<file path="src/sv/sacl_pkg.sv">
// shared types and constants for the set associative cache controller
package sacl_pkg;
  localparam int SETS = 256;
  localparam int WAYS = 4;
  localparam int SET_W = $clog2(SETS);
  localparam int WAY_W = (WAYS > 1) ? $clog2(WAYS) : 1;
  localparam int MEM_CYCLES = 100;
  localparam int CYC_W = 18;
  localparam int QDEPTH = 2;

  localparam logic [1:0] CFG_OFFSET = 2'd0;
  localparam logic [1:0] CFG_INDEX  = 2'd1;
  localparam logic [1:0] CFG_WALLOC = 2'd2;
  localparam logic [1:0] CFG_WBACK  = 2'd3;

  // classified access handed from front to back
  typedef struct packed {
    logic [SET_W-1:0] set;
    logic [31:0]      tag;
    logic             store;
    logic [CYC_W-1:0] fill;
  } req_t;

  typedef struct packed {
    logic hit;
    logic dirty_eviction;
    logic [CYC_W-1:0] cycles;
  } res_t;
endpackage

</file>
<file path="src/sv/sacl_front.sv">
// front end: address split into set and tag, fill cost, two-entry queue to the back end
module sacl_front (
  input  logic               clk,
  input  logic               rst_n,
  input  logic               in_valid,
  output logic               in_ready,
  input  logic [31:0]        address,
  input  logic               action,
  input  logic [3:0]         blk_log2,
  input  logic [3:0]         set_log2,
  output logic               q_valid,
  input  logic               q_ready,
  output sacl_pkg::req_t     q_data
);
  import sacl_pkg::*;
  req_t q_r [QDEPTH];
  logic [$clog2(QDEPTH+1)-1:0] cnt_r, cnt_nxt;
  logic wr_ptr_r, rd_ptr_r;
  logic [3:0] off;
  logic [4:0] sh;
  logic [31:0] idx_full;
  req_t req;

  always_comb begin
    off = (blk_log2 < 4'd2) ? 4'd2 : ((blk_log2 > 4'd12) ? 4'd12 : blk_log2);
    sh = {1'b0, off} + {1'b0, set_log2};
    idx_full = (address >> off) & ((32'd1 << set_log2) - 32'd1);
    req.set = idx_full[SET_W-1:0];
    req.tag = (sh > 5'd31) ? 32'd0 : (address >> sh);
    req.store = action;
    req.fill = CYC_W'((32'd1 << (off - 4'd2)) * MEM_CYCLES);
  end

  assign in_ready = (cnt_r != QDEPTH[$clog2(QDEPTH+1)-1:0]);
  assign q_valid = (cnt_r != '0);
  assign q_data = q_r[rd_ptr_r];

  always_comb begin
    cnt_nxt = cnt_r;
    if (in_valid && in_ready && !(q_valid && q_ready)) cnt_nxt = cnt_r + 1'b1;
    else if (!(in_valid && in_ready) && q_valid && q_ready) cnt_nxt = cnt_r - 1'b1;
  end

  always_ff @(posedge clk) begin
    if (!rst_n) begin
      cnt_r <= '0;
      wr_ptr_r <= 1'b0;
      rd_ptr_r <= 1'b0;
    end else begin
      cnt_r <= cnt_nxt;
      if (in_valid && in_ready) wr_ptr_r <= ~wr_ptr_r;
      if (q_valid && q_ready) rd_ptr_r <= ~rd_ptr_r;
    end
    if (in_valid && in_ready) q_r[wr_ptr_r] <= req;
  end

  a_cnt_bound: assert property (@(posedge clk) disable iff (!rst_n)
    cnt_r <= QDEPTH) else $error("queue count overflow");
  a_no_pop_empty: assert property (@(posedge clk) disable iff (!rst_n)
    cnt_r == '0 |-> !q_valid) else $error("pop from empty queue");
  a_full_stall: assert property (@(posedge clk) disable iff (!rst_n)
    cnt_r == QDEPTH |-> !in_ready) else $error("accept while full");
endmodule

</file>
<file path="config.mk">
export PLATFORM = sky130hd
export DESIGN_NAME = sacl_front
export DESIGN_NICKNAME = d
export VERILOG_FILES = /design/src/sv/sacl_pkg.sv /design/src/sv/sacl_front.sv
export SDC_FILE = /design/constraint.sdc
export NUM_CORES = 1
export LEC_CHECK = 0
export BUFFER_PORTS_ARGS = -buffer_cell sky130_fd_sc_hd__buf_2
export CORE_ASPECT_RATIO = 0.7
export CORE_MARGIN = 10
export CORE_UTILIZATION = 59
export CTS_CLUSTER_SIZE = 20
export DETAILED_ROUTE_END_ITERATION = 12
export GPL_TIMING_DRIVEN = 0
export HOLD_SLACK_MARGIN = 0.03
export PLACE_DENSITY = 0.81
export SLEW_MARGIN = 10
export SYNTH_ARGS = -nofsm -noshare
export SYNTH_HDL_FRONTEND = slang
export SYNTH_SLANG_ARGS = --single-unit
export TNS_END_PERCENT = 100
</file>
<file path="constraint.sdc">
create_clock -name clk -period 5.91 [get_ports clk]
set_clock_uncertainty 0.05 [all_clocks]
set_input_delay 0.2955 -clock clk [delete_from_list [all_inputs] [get_ports clk]]
set_output_delay 0.2955 -clock clk [all_outputs]
set_load 0.01 [all_outputs]
</file>
==> results of run 1 <==
## how the worst max path moves through the flow
stage	startpoint	end	slack, ns	depth (start not counted)
final	blk_log2[3]	q_r[0][15]$_DFFE_PP_	0.35	20
after global routing	blk_log2[3]	q_r[0][15]$_DFFE_PP_	0.06	20
after global placement	blk_log2[3]	q_r[0][15]$_DFFE_PP_	-0.05	17
after floorplan	blk_log2[3]	q_r[0][15]$_DFFE_PP_	0.93	19
after CTS	blk_log2[1]	q_r[0][14]$_DFFE_PP_	0.16	21
after detailed placement	blk_log2[3]	q_r[0][14]$_DFFE_PP_	-0.26	20
## power by group through the flow
stage                     clock [mW]  combinational, mW  sequential, mW
final                           1.05              0.898            1.08
after global routing            1.10              0.960            1.08
after CTS                       1.06              0.877            1.08
after detailed placement           0              0.870            1.09
after global placement             0              0.852            1.09
after floorplan                    0              0.579            1.09
## metal layers
| metal | share of wire, % | vias up | wire length (µm) | track usage, % |
|---|---|---|---|---|
| met5 | 0 | - | 0 | 0 |
| met4 | 0.72 | 0 | 170 | 5.61 |
| met3 | 11 | 16 | 2670 | 7.52 |
| met2 | 42 | 378 | 9970 | 33.9 |
| met1 | 45 | 3148 | 10700 | 34.9 |
| li1 | - | 2826 | - | - |
## critical path, cell delays in order
cell        delay (ns)
buf_2             0.14
nand2b_1          0.26
a21oi_4           0.38
clkinvlp_4        0.30
ha_1              0.35
nor2_1            0.20
a21oi_1           0.10
nor3_1            0.17
a21oi_1           0.07
nor2b_1           0.36
ha_1              0.31
ha_1              0.32
fa_1              0.50
ha_1              0.36
a21oi_1           0.22
nor2b_1           0.10
or4_1             0.49
a211oi_1          0.41
a21oi_1           0.15
xnor2_1           0.17
## cells by family after synthesis
group	count (synthesis)	share of synthesized area [%]
other cells	1	0.0458
compound gates	118	9.79
xor+xnor	20	2.23
buf+inv	86	4.44
fa+ha+maj	44	7.63
flops	119	43.0
simple gates	141	8.90
mux	148	24.0
## sequential cells by signal (all words and copies together) (netlist names), named ones only
signal    flops
q_r         114
cnt_r         2
rd_ptr_r      1
wr_ptr_r      1
## layout make-up
cell class	count	area, µm²	share of cell area [%]
Sequential cell	119	3520	36.6
Clock buffer	17	425	4.42
Tap cell	185	231	2.40
Buffer	39	188	1.95
Clock inverter	15	170	1.77
Multi-Input combinational cell	478	4350	45.2
Timing Repair Buffer	105	561	5.82
Inverter	47	180	1.87
## repair_timing
action	4_1_cts	5_1_grt
endpoints found under the hold margin	2	0
hold buffers	1	0
resized for setup	0	3
endpoints found under the setup margin	0	8
## layout by cell type, fill, tap and decap left out, types with 5 or more instances in the layout
cell,netlist,final
a211oi_1,6,6
a21o_1,9,9
a21oi_1,36,36
and2_1,10,10
buf_2,6,108
buf_4,5,5
clkbuf_1,24,24
clkbuf_16,0,17
conb_1,1,7
dfxtp_1,5,5
edfxtp_1,114,114
fa_1,10,10
ha_1,34,34
inv_1,45,45
mux2_2,65,65
mux2i_1,50,50
mux4_2,32,32
nand2_1,41,41
nand2b_1,6,6
nand3_1,5,5
nand4_1,6,6
nor2_1,31,30
nor2b_1,6,6
nor3_1,8,8
o21a_1,5,5
o21ai_0,15,15
o22a_1,8,8
o22ai_1,8,8
or2_2,5,5
xnor2_1,14,14
xor2_1,5,5
==> results.py, run 1 <==
metrics = {
    "cts": {
        "cts.sink_count": 119,
        "cts_tree": "built",
        "reg_clk_slew_reported_paths_ns": 0.07,
        "cts_inserted_buffers": 17,
        "htree_num_levels": 4,
        "postCtsSetupRepairBufs": 0,
        "insertion_delay_ns": 0.41,
        "clockRootBuffer": "clkbuf_16",
        "max-clock-path-buffers": 2,
    },
    "run_status": {
        "outcome": "completed",
    },
    "global_routing": {
        "global_route.usage.total_pct": 24.0,
        "initial_antenna_violation_count": 1,
        "grt_start_max_net_pins": 58,
        "wire_length_of_the_first_global_routing_pass_um": 36300,
        "number_of_global_route_vias_before_repair": 6306,
        "grt-ovfl-total": 0,
    },
    "setup_path": {
        "critical_path.startpoint_type": "input port",
        "timing.rr.start": "cnt_r[0]$_SDFFE_PN0P_",
        "crit_fanout": 8,
        "endpoint_kind": "flop",
        "cp.arrival_ns": 5.67,
        "ff2ff_setup_slack_ns": 4.08,
        "worst-r2r-cell-count": 2,
        "reg2reg_to": "q_r[1][35]$_DFFE_PP_",
        "timing.setup.critical_path_class": "input port to flop",
        "critPathRequiredTime_ns": 6.02,
    },
    "drt": {
        "remaining_drc_errors": 0,
        "drt-total-wl_um": 23500,
        "num_vias": 6368,
        "wl_per_cell_um": 23.3,
        "via_per_inst": 6.34,
        "initialDrtViolationCount": 835,
        "antenna_violating_nets_remaining": 0,
        "drt-pass1-iter-count": 6,
    },
    "power_and_ir_drop": {
        "comb_power_share_pct": 29.6,
        "seq_power_share_pct": 35.6,
        "total_power_mw": 3.03,
        "internal-power_mw": 2.05,
        "power_frac_clock_pct": 34.7,
        "power_density_mw_per_mm2": 314,
        "switching_power_mw": 0.974,
        "power.share.switching_pct": 32.2,
        "ir_drop_uv": 257,
        "leakage_component_of_the_power_nw": 4.00,
    },
    "floorplan": {
        "io_pins": 106,
        "core-area_mm2": 0.0134,
        "initial_core_util_pct": 61.4,
        "floorplan.die.width_um": 161,
        "die_area_mm2": 0.0191,
        "placement_rows": 35,
        "fp.dieH_um": 119,
    },
    "placement": {
        "port-buffer-count": 102,
        "gp_congestion": 0.953,
        "post_dp_cell_area_mm2": 0.00901,
        "hpwlAfterDp_um": 17600,
        "post-place-ws_ns": -0.261,
        "post-place-cells": 972,
    },
    "run": {
        "maxCapViolCount": 0,
    },
    "hold_path": {
        "timing.hold.worst.start": "rst_n",
        "hold-path-cell-count": 2,
        "timing.hold.worst.class": "input port to flop",
    },
    "sta": {
        "timing.slew.headroom_pct": 41.7,
        "tightest_slew_ns": 0.868,
        "final_min_period_over_clock_period_pct": 94.0,
        "final.setup.tns_ns": 0,
        "final.setup.worst_slack_ns": 0.354,
        "timing.final.max_slew_violations": 0,
        "finalHoldWorstSlack_ns": 0.110,
        "fmax_ghz": 0.180,
        "timing.final.setup_violations": 0,
        "final_critical_period_ns": 5.56,
        "rsz0062_at_grt": "false",
        "final_hold_viol_count": 0,
    },
    "synthesis": {
        "ys_seq_area_share_pct": 43.0,
        "postSynthRegisterBits": 119,
        "syn_area_mm2": 0.00820,
        "synth_async_sr_flop_share_pct": 0,
        "number_of_library_cell_types_mapped_by_synthesis": 67,
        "synth_largest_area_cell": "edfxtp_1",
        "post_synth.cell_area_avg_um2": 12.1,
        "synthesis.instances": 677,
        "synth.top_cells.by_count": "114 x edfxtp_1, 65 x mux2_2, 50 x mux2i_1, 45 x inv_1, 41 x nand2_1",
        "fraction_of_synthesized_cell_area_taken_by_the_top_area_cell_type_pct": 41.8,
        "synthesis.yosys.warnings": 0,
        "synthMostInstantiatedCell": "edfxtp_1",
        "synth-main-ff-cell": "edfxtp_1",
        "synth-edff-count": 114,
        "post_synth_main_area_contributors": "edfxtp_1 42%, mux2_2 8.9%, mux4_2 8.8%",
    },
    "cells_and_area": {
        "layout-drive-gt1-share_pct": 32.3,
        "post-route-util_pct": 72.1,
        "num-fill-cells": 934,
        "finish.cell_count_without_fillers": 1005,
        "layout.nets": 896,
        "n_antenna_cell": 0,
        "design_area_mm2": 0.00963,
        "area.growth.synth_to_final_pct": 17.5,
    },
}
(Power assumes the default switching activity.)
==> inputs of run 2 (changes only) <==
CORE_ASPECT_RATIO = 2   (was 0.7)
==> run 2 against run 1 <==
Net effect: count of clock-buffer cells in the layout up 4; sequential cell count unchanged; total power down 1.7%; hold slack got worse by 0.028 ns; non-clock buffer count shrank 1; design area is 0.47% lower; wire length fell by 4.5%; fmax is 1.7% lower; critical endpoint unchanged.
==> results.py, run 2 (same netlist as run 1, synthesis figures left out) <==
metrics = {
    "sta": {
        "timing.final.max_slew_violations": 0,
        "fmax_ghz": 0.177,
        "finalHoldWorstSlack_ns": 0.0827,
        "timing.slew.headroom_pct": 35.5,
        "tightest_slew_ns": 0.961,
        "timing.final.setup_violations": 0,
        "final_hold_viol_count": 0,
        "rsz0062_at_grt": "false",
        "final.setup.worst_slack_ns": 0.257,
        "final_critical_period_ns": 5.65,
        "final_min_period_over_clock_period_pct": 95.7,
    },
    "global_routing": {
        "grt_start_max_net_pins": 58,
        "grt-ovfl-total": 0,
        "initial_antenna_violation_count": 0,
        "wire_length_of_the_first_global_routing_pass_um": 34800,
        "global_route.usage.total_pct": 23.7,
        "number_of_global_route_vias_before_repair": 6525,
    },
    "power_and_ir_drop": {
        "internal-power_mw": 2.04,
        "power.share.switching_pct": 31.4,
        "switching_power_mw": 0.935,
        "comb_power_share_pct": 29.0,
        "seq_power_share_pct": 36.1,
        "power_frac_clock_pct": 34.9,
        "leakage_component_of_the_power_nw": 3.98,
        "ir_drop_uv": 212,
        "power_density_mw_per_mm2": 311,
    },
    "floorplan": {
        "placement_rows": 60,
        "io_pins": 106,
        "floorplan.die.width_um": 103,
        "core-area_mm2": 0.0135,
        "fp.dieH_um": 187,
        "die_area_mm2": 0.0193,
        "initial_core_util_pct": 60.6,
    },
    "setup_path": {
        "crit_fanout": 8,
        "critPathRequiredTime_ns": 6.03,
        "cell_type_of_the_slowest_stage_on_the_worst_timing_path": "fa_1",
        "timing.setup.critical_path_class": "input port to flop",
        "critical_path.startpoint_type": "input port",
        "worst_setup_path_startpoint": "blk_log2[3]",
        "worst_path_largest_cell_delay_ns": 0.49,
        "cp.arrival_ns": 5.77,
        "endpoint_kind": "flop",
        "crit_chain": "buf_2 > nand2b_1 > a21oi_4 > clkinvlp_4 > ha_1 > nor2_1 > a21oi_1 > nor3_1 > a21oi_1 > nor2b_1 > ha_1 > ha_1 > fa_1 > ha_1 > a21oi_1 > nor2b_1 > or4_1 > a211oi_1 > a21oi_1 > xnor2_1",
        "timing.rr.start": "cnt_r[0]$_SDFFE_PN0P_",
    },
    "drt": {
        "drt-total-wl_um": 22400,
        "remaining_drc_errors": 0,
        "drt-pass1-iter-count": 5,
        "antenna_violating_nets_remaining": 0,
        "initialDrtViolationCount": 432,
        "wl_per_cell_um": 23.0,
        "via_per_inst": 6.33,
        "num_vias": 6178,
    },
    "cells_and_area": {
        "layout-drive-gt1-share_pct": 32.1,
        "finish.cell_count_without_fillers": 976,
        "largest_reg_flops": 114,
        "area.growth.synth_to_final_pct": 16.9,
        "regMostFlops": "q_r",
        "top_library_cells_by_usage_in_the_layout_fill_and_taps_aside": "114 x edfxtp_1, 108 x buf_2, 65 x mux2_2",
        "reg_top3": "q_r (114), cnt_r (2)",
        "final_common_cell": "edfxtp_1",
        "layout.nets": 895,
    },
    "hold_path": {
        "timing.hold.worst.class": "input port to flop",
        "timing.hold.worst.start": "rst_n",
    },
    "cts": {
        "htree_num_levels": 4,
        "cts_tree": "built",
        "reg_clk_slew_reported_paths_ns": 0.06,
        "cts.sink_count": 119,
        "max-clock-path-buffers": 2,
        "cts_inserted_buffers": 17,
        "clockRootBuffer": "clkbuf_16",
        "insertion_delay_ns": 0.41,
    },
    "placement": {
        "gp_congestion": 0.988,
        "post-place-ws_ns": -0.166,
        "post-place-cells": 941,
        "hpwlAfterDp_um": 17500,
        "port-buffer-count": 102,
    },
    "run": {
        "maxCapViolCount": 0,
    },
    "run_status": {
        "outcome": "completed",
    },
}
==> run 2: stage by stage <==
stage               utilization, %  TNS (ns)  power (mW)  area, µm²
finish                        70.9         0        2.98       9580
global route                  70.9         0        3.09       9580
CTS                           70.8         0        2.98       9570
detailed placement            66.3    -0.431        1.95       8950
global placement              66.0   -0.0722        1.92       8920
floorplan                        -         0        1.67       8220
==> run 2: critical path: cells and delay by family <==
family | cells | cell delay (ns)
compound gates | 6 | 1.29
xor+xnor | 1 | 0.41
fa+ha+maj | 5 | 1.84
buf+inv | 2 | 0.43
simple gates | 6 | 1.50
==> run 2: power by group through the flow <==
stage	Sequential [mW]	Clock, mW	Combinational (mW)
finish	1.07	1.04	0.862
global route	1.08	1.08	0.926
CTS	1.07	1.05	0.859
detailed placement	1.09	0	0.854
global placement	1.09	0	0.833
floorplan	1.09	0	0.579
==> run 2: metal layers <==
metal	GRT usage, %	wire (µm)	vias up
met2	43.1	12600	276
li1	-	-	2821
met4	16.7	1550	0
met3	3.66	939	89
met1	22.6	7360	2992
met5	0	0	-
==> run 2: final timing paths <==
path	endpoint	slack, ns	cells after the start
max	q_r[0][15]$_DFFE_PP_	0.26	20
min	wr_ptr_r$_SDFFE_PN0P_	0.08	2
max reg2reg	q_r[0][55]$_DFFE_PP_	3.83	4
min reg2reg	flop	0.56	2
==> run 2: layout make-up <==
type / count / area, µm²
Inverter: 47 / 180
Buffer: 39 / 188
Fill cell: 977 / 3930
Multi-Input combinational cell: 478 / 4350
Clock buffer: 21 / 504
Sequential cell: 119 / 3520
Timing Repair Buffer: 104 / 541
Antenna cell: 2 / 5.00
Clock inverter: 11 / 98.8
Tap cell: 155 / 194
==> run 2: timing repair <==
action | in CTS | in global routing
endpoints found under the hold margin | 2 | 0
setup endpoints to repair | 0 | 4
gates resized for setup | 0 | 2
hold buffers | 1 | 0
setup buffers | 0 | 0
==> inputs of run 3 (changes only) <==
SETUP_SLACK_MARGIN = 0.3   (was default)
==> run 3 against run 2 <==
Net effect: total power about the same; worst setup slack improved by 0.35 ns; hold slack better by 0.0014 ns; via count is 0.28% higher; utilization grew 0.056 points; global-route usage did not move; sequential share of layout area about the same; sequential cell count did not move; combinational power about the same; highest routed layer unchanged.
==> results.py, run 3 (same netlist as run 1, synthesis figures left out) <==
metrics = {
    "cells_and_area": {
        "reg_top3": "q_r (114), cnt_r (2)",
        "post-route-util_pct": 71.0,
        "area.growth.synth_to_final_pct": 17.0,
        "design_area_mm2": 0.00959,
        "top_library_cells_by_usage_in_the_layout_fill_and_taps_aside": "114 x edfxtp_1, 108 x buf_2, 65 x mux2_2",
        "final_common_cell": "edfxtp_1",
        "regMostFlops": "q_r",
        "largest_reg_flops": 114,
        "layout-drive-gt1-share_pct": 32.4,
        "layout.nets": 895,
        "finish.cell_count_without_fillers": 975,
    },
    "drt": {
        "drt-pass1-iter-count": 5,
        "drt-total-wl_um": 22400,
        "met2RoutedLength_um": 12600,
        "remaining_drc_errors": 0,
        "via_per_inst": 6.35,
        "wl_met3_um": 931,
        "route.top_layer_used": "met4",
        "initialDrtViolationCount": 492,
        "num_vias": 6195,
        "drt-met1-wl_um": 7330,
        "antenna_violating_nets_remaining": 0,
        "wl_per_cell_um": 23.0,
    },
    "cts": {
        "insertion_delay_ns": 0.41,
        "reg_clk_slew_reported_paths_ns": 0.06,
        "cts_tree": "built",
        "postCtsSetupRepairBufs": 0,
        "htree_num_levels": 4,
        "cts.sink_count": 119,
        "cts_inserted_buffers": 17,
        "clockRootBuffer": "clkbuf_16",
        "max-clock-path-buffers": 2,
    },
    "sta": {
        "finalHoldWorstSlack_ns": 0.0842,
        "tightest_slew_ns": 0.969,
        "final_critical_period_ns": 5.30,
        "rsz0062_at_grt": "false",
        "timing.final.setup_violations": 0,
        "timing.final.max_slew_violations": 0,
        "fmax_ghz": 0.189,
        "timing.slew.headroom_pct": 34.9,
        "final_min_period_over_clock_period_pct": 89.7,
        "final.setup.worst_slack_ns": 0.608,
        "final_hold_viol_count": 0,
    },
    "global_routing": {
        "grt-ovfl-total": 0,
        "global_route.usage.total_pct": 23.7,
        "number_of_global_route_vias_before_repair": 6525,
        "grt_start_max_net_pins": 58,
        "wire_length_of_the_first_global_routing_pass_um": 34800,
        "initial_antenna_violation_count": 0,
    },
    "power_and_ir_drop": {
        "power_density_mw_per_mm2": 310,
        "leakage_component_of_the_power_nw": 4.00,
        "ir_drop_uv": 211,
    },
    "setup_path": {
        "worst_path_largest_cell_delay_ns": 0.49,
        "critPathRequiredTime_ns": 6.08,
        "critical_path.startpoint_type": "input port",
        "timing.setup.critical_path_class": "input port to flop",
        "cp.arrival_ns": 5.47,
        "cell_type_of_the_slowest_stage_on_the_worst_timing_path": "fa_1",
        "endpoint_kind": "flop",
        "crit_fanout": 8,
        "crit_chain": "buf_2 > nand2b_1 > a21oi_4 > clkinv_2 > ha_1 > nor2_1 > a21oi_1 > nor3_1 > a21oi_1 > nor2b_1 > ha_1 > ha_1 > fa_1 > ha_1 > a21oi_1 > nor2b_1 > or4_1 > a211oi_2 > a21oi_1 > xnor2_2",
    },
    "floorplan": {
        "floorplan.die.width_um": 103,
        "die_area_mm2": 0.0193,
        "io_pins": 106,
        "core-area_mm2": 0.0135,
        "placement_rows": 60,
        "fp.dieH_um": 187,
        "initial_core_util_pct": 60.6,
    },
    "hold_path": {
        "timing.hold.worst.class": "input port to flop",
    },
    "placement": {
        "post-place-ws_ns": -0.166,
        "port-buffer-count": 102,
        "post-place-cells": 941,
        "post_dp_cell_area_mm2": 0.00895,
        "gp_congestion": 0.988,
        "hpwlAfterDp_um": 17500,
    },
    "run_status": {
        "outcome": "completed",
    },
    "run": {
        "maxCapViolCount": 0,
    },
}
-- run 3: layer usage --
metal	vias up	GRT usage, %
li1	2816	-
met1	3006	22.6
met2	278	43.1
met3	95	3.66
met4	0	16.7
met5	-	0
-- run 3: repair_timing --
item                                   in CTS  in global routing
endpoints found under the hold margin       2                  0
resized for setup                           1                  4
hold buffers                                1                  0
cloned                                      0                  0
setup endpoints to repair                   2                  5
-- run 3: stage by stage --
stage | total power [mW] | TNS (ns)
6_report | 2.98 | 0
3_5_place_dp | 1.95 | -0.431
4_1_cts | 2.98 | 0
2_1_floorplan | 1.67 | 0
3_3_place_gp | 1.92 | -0.0722
5_1_grt | 3.09 | 0
-- run 3: power breakdown --
part           internal, mW  total, mW  switching [mW]  leakage, nW
clock                 0.625       1.04           0.414        0.291
combinational         0.363      0.864           0.501         2.59
sequential             1.05       1.07          0.0198         1.12
total                  2.04       2.98           0.935         4.00
-- run 3: cell type report --
class	instances	area, µm²
Inverter	47	178
Buffer	39	188
Sequential cell	119	3520
Antenna cell	1	2.50
Clock inverter	11	98.8
Fill cell	974	3920
Timing Repair Buffer	104	541
Clock buffer	21	504
Tap cell	155	194
Multi-Input combinational cell	478	4360
-- run 3: worst max-delay path: cells and delay by family --
kind | cells | cell delay, ns
AOI/OAI and AO/OA | 6 | 1.18
xor gates and xnor gates | 1 | 0.30
adders and majority gates | 5 | 1.82
buffers and inverters | 2 | 0.36
and+or+nand+nor | 6 | 1.52
-- run 3: final timing paths --
check                              from                     to  slack [ns]  cells past startpoint
setup / recovery            blk_log2[3]   q_r[0][15]$_DFFE_PP_        0.61                     20
hold / removal                    rst_n  wr_ptr_r$_SDFFE_PN0P_        0.08                      2
setup reg to reg  cnt_r[0]$_SDFFE_PN0P_   q_r[0][55]$_DFFE_PP_        3.84                      4
hold reg to reg   rd_ptr_r$_SDFFE_PN0P_                   flop        0.56                      2
